### src/hdl/ihex_pkg.sv
// Shared types, codes and helper functions for the Intel HEX record parser.
// Depends on nothing; every other file of the block imports it.
package ihex_pkg;

	// Widest memory address that a record may reach, in bits.
	localparam int ADDR_BITS = 16;
	localparam int ADDR_W    = 16;
	localparam int SUM_W     = ADDR_W + 1;

	localparam logic [7:0] CHAR_COLON = 8'h3A;
	localparam logic [7:0] CHAR_LF    = 8'h0A;

	// Where the parser stands within a line of text.
	typedef enum logic [2:0] {
		PH_WAIT,
		PH_LEN,
		PH_AH,
		PH_AL,
		PH_TYPE,
		PH_DATA,
		PH_CSUM,
		PH_SKIP
	} phase_t;

	typedef enum logic [1:0] {
		K_WRITE = 2'd0,
		K_DONE  = 2'd1,
		K_ERROR = 2'd2
	} kind_t;

	typedef enum logic [1:0] {
		E_COLON = 2'd0,
		E_DIGIT = 2'd1,
		E_RANGE = 2'd2,
		E_CSUM  = 2'd3
	} err_t;

	// Everything the parser remembers between characters.
	typedef struct packed {
		phase_t              phase;
		logic [3:0]          first_nibble;
		logic                second_due;
		logic [7:0]          rec_len;
		logic [ADDR_W-1:0]   rec_addr;
		logic [7:0]          offset;
		logic [7:0]          sum;
		logic [7:0]          cur_type;
	} parse_state_t;

	// One result item as it leaves the parser.
	typedef struct packed {
		kind_t               kind;
		logic [ADDR_W-1:0]   addr;
		logic [7:0]          data;
		logic [7:0]          rec_kind;
		err_t                err;
	} result_t;

	typedef struct packed {
		logic       ok;
		logic [3:0] value;
	} hex_digit_t;

	// Decodes one ASCII hex digit in either case.
	function automatic hex_digit_t hex_decode(input logic [7:0] c);
		hex_digit_t d;
		d.ok    = 1'b1;
		d.value = 4'd0;
		if (c >= 8'h30 && c <= 8'h39) begin
			d.value = c[3:0];
		end else if ((c >= 8'h41 && c <= 8'h46) || (c >= 8'h61 && c <= 8'h66)) begin
			d.value = c[3:0] + 4'd9;
		end else begin
			d.ok = 1'b0;
		end
		return d;
	endfunction

endpackage

### src/hdl/ihex_step.sv
// Per-character next-state and result logic of the Intel HEX parser.
// Depends on ihex_pkg for the state, result and code types.
module ihex_step (
	input  ihex_pkg::parse_state_t cur,
	input  logic [7:0]             text_char,
	output ihex_pkg::parse_state_t nxt,
	output logic                   res_valid,
	output ihex_pkg::result_t      res
);
	import ihex_pkg::*;

	hex_digit_t        dig;
	logic              is_lf;
	logic [7:0]        byte_val;
	logic [7:0]        sum_plus;
	logic [7:0]        offset_inc;
	logic [SUM_W-1:0]  end_addr;
	logic [SUM_W-1:0]  addr_limit;
	logic [ADDR_W-1:0] data_addr;

	// Byte assembly, running sum and address arithmetic shared by all phases.
	assign dig        = hex_decode(text_char);
	assign is_lf      = (text_char == CHAR_LF);
	assign byte_val   = {cur.first_nibble, dig.value};
	assign sum_plus   = cur.sum + byte_val;
	assign offset_inc = cur.offset + 8'd1;
	assign end_addr   = {1'b0, cur.rec_addr} + SUM_W'(cur.rec_len);
	assign addr_limit = SUM_W'(1) << ADDR_BITS;
	assign data_addr  = cur.rec_addr + ADDR_W'(cur.offset);

	// Phase sequencing and the single possible result of one character.
	always_comb begin
		nxt          = cur;
		res_valid    = 1'b0;
		res.kind     = K_ERROR;
		res.addr     = '0;
		res.data     = 8'd0;
		res.rec_kind = 8'd0;
		res.err      = E_COLON;

		case (cur.phase)
			PH_SKIP: begin
				if (is_lf) begin
					nxt.phase = PH_WAIT;
				end
			end
			PH_WAIT: begin
				if (text_char == CHAR_COLON) begin
					nxt.phase        = PH_LEN;
					nxt.first_nibble = 4'd0;
					nxt.second_due   = 1'b0;
					nxt.rec_len      = 8'd0;
					nxt.rec_addr     = '0;
					nxt.offset       = 8'd0;
					nxt.sum          = 8'd0;
					nxt.cur_type     = 8'd0;
				end else begin
					nxt.phase = is_lf ? PH_WAIT : PH_SKIP;
					res_valid = 1'b1;
					res.err   = E_COLON;
				end
			end
			default: begin
				if (!dig.ok) begin
					// A stray character inside a record ends it.
					nxt.second_due = 1'b0;
					nxt.phase      = is_lf ? PH_WAIT : PH_SKIP;
					res_valid      = 1'b1;
					res.rec_kind   = cur.cur_type;
					res.err        = E_DIGIT;
				end else if (!cur.second_due) begin
					nxt.first_nibble = dig.value;
					nxt.second_due   = 1'b1;
				end else begin
					nxt.second_due = 1'b0;
					case (cur.phase)
						PH_LEN: begin
							nxt.rec_len = byte_val;
							nxt.sum     = sum_plus;
							nxt.phase   = PH_AH;
						end
						PH_AH: begin
							nxt.rec_addr = {byte_val, (ADDR_W-8)'(0)};
							nxt.sum      = sum_plus;
							nxt.phase    = PH_AL;
						end
						PH_AL: begin
							nxt.rec_addr = {cur.rec_addr[ADDR_W-1:8], byte_val};
							nxt.sum      = sum_plus;
							nxt.phase    = PH_TYPE;
						end
						PH_TYPE: begin
							nxt.cur_type = byte_val;
							nxt.sum      = sum_plus;
							if (end_addr > addr_limit) begin
								nxt.phase    = PH_SKIP;
								res_valid    = 1'b1;
								res.rec_kind = byte_val;
								res.err      = E_RANGE;
							end else begin
								nxt.offset = 8'd0;
								nxt.phase  = (cur.rec_len == 8'd0) ? PH_CSUM : PH_DATA;
							end
						end
						PH_DATA: begin
							nxt.sum    = sum_plus;
							nxt.offset = offset_inc;
							if (offset_inc == cur.rec_len) begin
								nxt.phase = PH_CSUM;
							end
							res_valid    = 1'b1;
							res.kind     = K_WRITE;
							res.addr     = data_addr;
							res.data     = byte_val;
							res.rec_kind = cur.cur_type;
						end
						default: begin
							// Checksum: the byte sum of the record must come to zero.
							nxt.phase    = PH_SKIP;
							res_valid    = 1'b1;
							res.rec_kind = cur.cur_type;
							if (sum_plus == 8'd0) begin
								res.kind = K_DONE;
							end else begin
								res.err = E_CSUM;
							end
						end
					endcase
				end
			end
		endcase
	end

endmodule

### src/hdl/intel_hex_record_parser.sv
// Top level of the Intel HEX record parser: input stage, parser state and result register.
// Depends on ihex_pkg and ihex_step.
//
// The parser takes one ASCII character per item and gives at most one result item
// for it: a data byte write, a record-done notice with a good checksum, or an error.
// It sustains one character per clock cycle while the consumer takes its results; a
// result that out_ready does not take holds the flow once the input stage is full. An
// accepted character passes through the input stage into the result register, and that
// register drives the outputs directly. The input stage and the result register
// together let one further character be taken while a result waits for the
// consumer. After reset the parser waits for a ':'.
module intel_hex_record_parser (
	input  logic        clk,
	input  logic        arst_n,
	input  logic        in_valid,
	output logic        in_ready,
	input  logic [7:0]  text_char,
	output logic        out_valid,
	input  logic        out_ready,
	output logic [1:0]  kind,
	output logic [15:0] write_address,
	output logic [7:0]  write_data,
	output logic [7:0]  record_kind,
	output logic [1:0]  error_code
);
	import ihex_pkg::*;

	logic         valid_s1;
	logic [7:0]   char_s1;
	parse_state_t state_q;
	parse_state_t state_nxt;
	logic         res_valid;
	result_t      res;
	logic         out_valid_q;
	result_t      res_q;
	logic         advance;

	// The input stage moves on whenever the result register is free or emptying.
	assign advance  = valid_s1 && (!out_valid_q || out_ready);
	assign in_ready = !valid_s1 || advance;

	// Input stage holding one accepted item.
	always_ff @(posedge clk or negedge arst_n) begin
		if (!arst_n) begin
			valid_s1 <= 1'b0;
		end else if (in_ready) begin
			valid_s1 <= in_valid;
		end
	end

	always_ff @(posedge clk) begin
		if (in_ready && in_valid) begin
			char_s1 <= text_char;
		end
	end

	ihex_step u_step (
		.cur       (state_q),
		.text_char (char_s1),
		.nxt       (state_nxt),
		.res_valid (res_valid),
		.res       (res)
	);

	// Parser state advances once per character leaving the input stage.
	always_ff @(posedge clk or negedge arst_n) begin
		if (!arst_n) begin
			state_q <= '{phase: PH_WAIT, first_nibble: 4'd0, second_due: 1'b0,
				rec_len: 8'd0, rec_addr: '0, offset: 8'd0, sum: 8'd0, cur_type: 8'd0};
		end else if (advance) begin
			state_q <= state_nxt;
		end
	end

	// Result register valid flag.
	always_ff @(posedge clk or negedge arst_n) begin
		if (!arst_n) begin
			out_valid_q <= 1'b0;
		end else if (advance && res_valid) begin
			out_valid_q <= 1'b1;
		end else if (out_ready) begin
			out_valid_q <= 1'b0;
		end
	end

	always_ff @(posedge clk) begin
		if (advance && res_valid) begin
			res_q <= res;
		end
	end

	// Output ports.
	assign out_valid     = out_valid_q;
	assign kind          = res_q.kind;
	assign write_address = res_q.addr;
	assign write_data    = res_q.data;
	assign record_kind   = res_q.rec_kind;
	assign error_code    = res_q.err;

endmodule
### config.mk
export PLATFORM = sky130hd
export DESIGN_NAME = intel_hex_record_parser
export DESIGN_NICKNAME = d
export VERILOG_FILES = /design/src/hdl/ihex_pkg.sv /design/src/hdl/ihex_step.sv /design/src/hdl/intel_hex_record_parser.sv
export SDC_FILE = /design/constraint.sdc
export NUM_CORES = 1
export LEC_CHECK = 0
export ABC_CLOCK_PERIOD_IN_PS = 8500
export BUFFER_PORTS_ARGS = -buffer_cell sky130_fd_sc_hd__buf_2
export CAP_MARGIN = 20
export CORE_ASPECT_RATIO = 2
export CORE_MARGIN = 10
export CORE_UTILIZATION = 25
export DETAILED_ROUTE_END_ITERATION = 8
export PLACE_DENSITY_LB_ADDON = 0.25
export SYNTH_ARGS = -nofsm -noshare
export SYNTH_HDL_FRONTEND = slang
export SYNTH_SLANG_ARGS = --single-unit
### constraint.sdc
create_clock -name clk -period 8.5 [get_ports clk]
set_input_delay 1.7 -clock clk [delete_from_list [all_inputs] [get_ports clk]]
set_output_delay 1.7 -clock clk [all_outputs]
set_load 0.02 [all_outputs]
==> run summary <==
post-layout minimum cycle time: 4170 ps
max-slew violations: 0
Die Width: 131 um
drt via density: 4.85
clock-pin slew on the worst setup and hold paths: 80 ps
CP delay by family, top: compound AO/OA/AOI/OAI gates
core footprint: 24400 sq um
CTS Sinks: 102
worst hold slack: 493 ps
via count: 5070
slowest stage delay, CP: 570 ps
Critical Path AT: 4300 ps
min-delay worst type: reg -> reg
Synth Register Bits: 102
# IOs: 50
count leader, synth: nand2_1
initial core utilization: 25.4%
DRC: 0
Setup TNS Final: 0 ps
diode count: 0
predominant post-synthesis flop cell: dfrtp_1
slew at the pin with the worst max-slew slack: 897 ps
DP Worst Slack: 4300 ps
RSZ-0062 raised after global routing: false
status: finished clean
Slew Limit Headroom: 39.7%
combinational share of power: 40.1%
global-route wire length before repair: 30400 um
Netlist cell types: 71
CP Capture Type: flop
CP cell instances: inv_1 > ha_1 > inv_1 > o311ai_1 > inv_1 > a22oi_1 > inv_1 > ha_1 > a21o_1 > a21oi_1 > o21ai_0 > o211ai_1 > a21oi_1 > xnor2_1 > nand4_1 > a31oi_1 > nor2_1
Sw Share: 44.0%
Port Buffers: 49
syn_nets: 717
largest area contributor in the netlist: dfrtp_1
Clk Latency, worst-skew pair: 380 ps
largest net degree at the start of global routing: 59
sw power: 910 uW
setup ws final: 4330 ps
Layout area overhead: 14.5%
TritonCTS clock tree: built
detailed-route wire length per cell: 19.0 um
ys async rst share: 56.9%
Seq/Total Area, Yosys: 44.7%
vias in the first global route: 5269
placer congestion estimate: 0.843
cts hold-fix bufs: 0
worst vdd ir: 112 uV
syn avg cell area: 9.21 sq um
Root Buffer: clkbuf_16
share of cells above drive strength 1: 14.9%
Congestion Overflow GR: 0
Int Power: 1160 uW
Synth Cell Area: 6200 sq um
cts bufs inserted: 9
die footprint: 31900 sq um
GRT Util Overall: 12.5%
Hold Vio Cnt, Final: 0
DPL Wire Length: 15500 um
Fmax: 240 MHz
Worst path slowest cell: o311ai_1
max-cap violations: 0
crit-path max FO: 6
Bufs and invs on worst path: 4
Post-Route WL: 19800 um
post-CTS setup buffers: 0
Antenna Nets Post-Route: 0
fin crit share: 49.1%
Pre-Repair DR Iteration Count: 4
Flop pwr share: 38.6%
post-cts gate resize count: 0
post-synth top area share: 23.4%
clock power share: 21.3%
initial antenna violation count: 0
cell mode on critical path: inv_1
most instantiated cells after synthesis: nand2_1 (83), nor2_1 (64), dfrtp_1 (58)
row cnt: 81
clock skew: 10.3 ps
CTS H-Tree Depth: 3
EDFF count, synth: 44
detailed router's first-iteration violation count: 283
Worst Path Required: 8630 ps
Final #Nets: 751
CP Launch Type: flop
Finish-stage setup viols: 0
Leak Pwr: 0.00288 uW
Syn Inst Count: 674
Synth Warn #: 0
kind of critical path: reg -> reg
Die H: 243 um
PD cells: 291 nW/um^2
ranking of synthesized cells by area: dfrtp_1 (23%), edfxtp_1 (21%), ha_1 (5.6%), nand2_1 (5.0%), o21ai_0 (4.5%)
clock buffer depth: 2
[layout by cell type, fill, tap and decap left out, types with 4 or more instances in the layout]
cell	n
nor4_1	5
o21ai_1	6
a21o_1	6
edfxtp_1	44
and2_1	5
buf_2	49
a31oi_1	5
a22o_1	10
or2_2	4
nor3_1	23
o31ai_1	9
clkbuf_16	9
a21oi_1	33
ha_1	28
mux2_2	9
inv_1	38
o21ai_0	56
xnor2_1	16
o21a_1	5
buf_4	9
dfrtp_1	58
nand4_1	12
nand2_1	83
nor2_1	64
nand3_1	22
xor2_1	15
a211oi_1	5
nand2b_1	11
nor2b_1	6
[tightest hold or removal path: cells and delay by family, from the launching register on]
| family | cells | cell delay [ps] |
|---|---|---|
| AO/OA/AOI/OAI | 1 | 60 |
| AND/OR/NAND/NOR | 1 | 50 |
| flip-flops | 1 | 350 |
[state kept, by name, summed over array words and instances, names as in the netlist]
signal	count
kind	2
record_kind	8
error_code	2
write_data	8
valid_s1	1
state_q	56
char_s1	8
out_valid	1
write_address	16
[kinds of logic after synthesis]
group	after synthesis	share of synthesized area [%]
AOI/OAI and AO/OA	174	18.5
xor gates and xnor gates	31	4.38
adders and majority gates	31	6.61
buffers and inverters	73	4.86
DFF	102	44.7
muxes	12	2.12
and+or+nand+nor	251	18.9
[routing by layer]
metal  track usage [%]  up-vias  wire length, um
li1                  -     2478                -
met1              10.4     2431             6500
met2              25.1      100            11500
met3              1.47       61              353
met4              10.2        0             1510
met5                 0        -                0
[through the flow]
step                      utilization, %  cell area (sq um)  total power, uW  instances
final                               29.1               7110             2070       1045
after CTS                           29.1               7110             2110       1045
after global routing                29.1               7110             2210       1045
after global placement              27.8               6800             1650       1029
after detailed placement            27.8               6800             1660       1029
after floorplan                        -               6200             1350        674
[power by group through the flow]
stage	registers [uW]	clock network, uW	logic [uW]
6_report	799	440	830
3_3_place_gp	813	0	840
2_1_floorplan	833	0	513
3_5_place_dp	813	0	845
5_1_grt	817	472	918
4_1_cts	803	455	848
[cell type report]
type | count | area (sq um)
fillers | 2609 | 17300
multi-input cells | 499 | 3150
flip-flops and latches | 102 | 2770
well taps | 332 | 415
repair buffers | 58 | 313
clock buffers | 9 | 225
inverters | 38 | 143
clock inverters | 7 | 83.8
[worst paths after layout]
| kind | start | to | slack (ps) | cells past startpoint |
|---|---|---|---|---|
| setup / recovery | char_s1[0]$_DFFE_PP_ | error_code[0]$_SDFFCE_PN0P_ | 4330 | 17 |
| hold / removal | state_q[8]$_DFFE_PN0P_ | state_q[8]$_DFFE_PN0P_ | 490 | 2 |
| setup reg to reg | char_s1[0]$_DFFE_PP_ | error_code[0]$_SDFFCE_PN0P_ | 4330 | 17 |
| hold reg to reg | state_q[8]$_DFFE_PN0P_ | state_q[8]$_DFFE_PN0P_ | 490 | 2 |
| max in group asynchronous | arst_n | state_q[6]$_DFFE_PN0P_ | 6420 | 2 |
| min in group asynchronous | arst_n | out_valid$_DFFE_PN0P_ | 1470 | 2 |
Power figures use the tool's default switching activity.
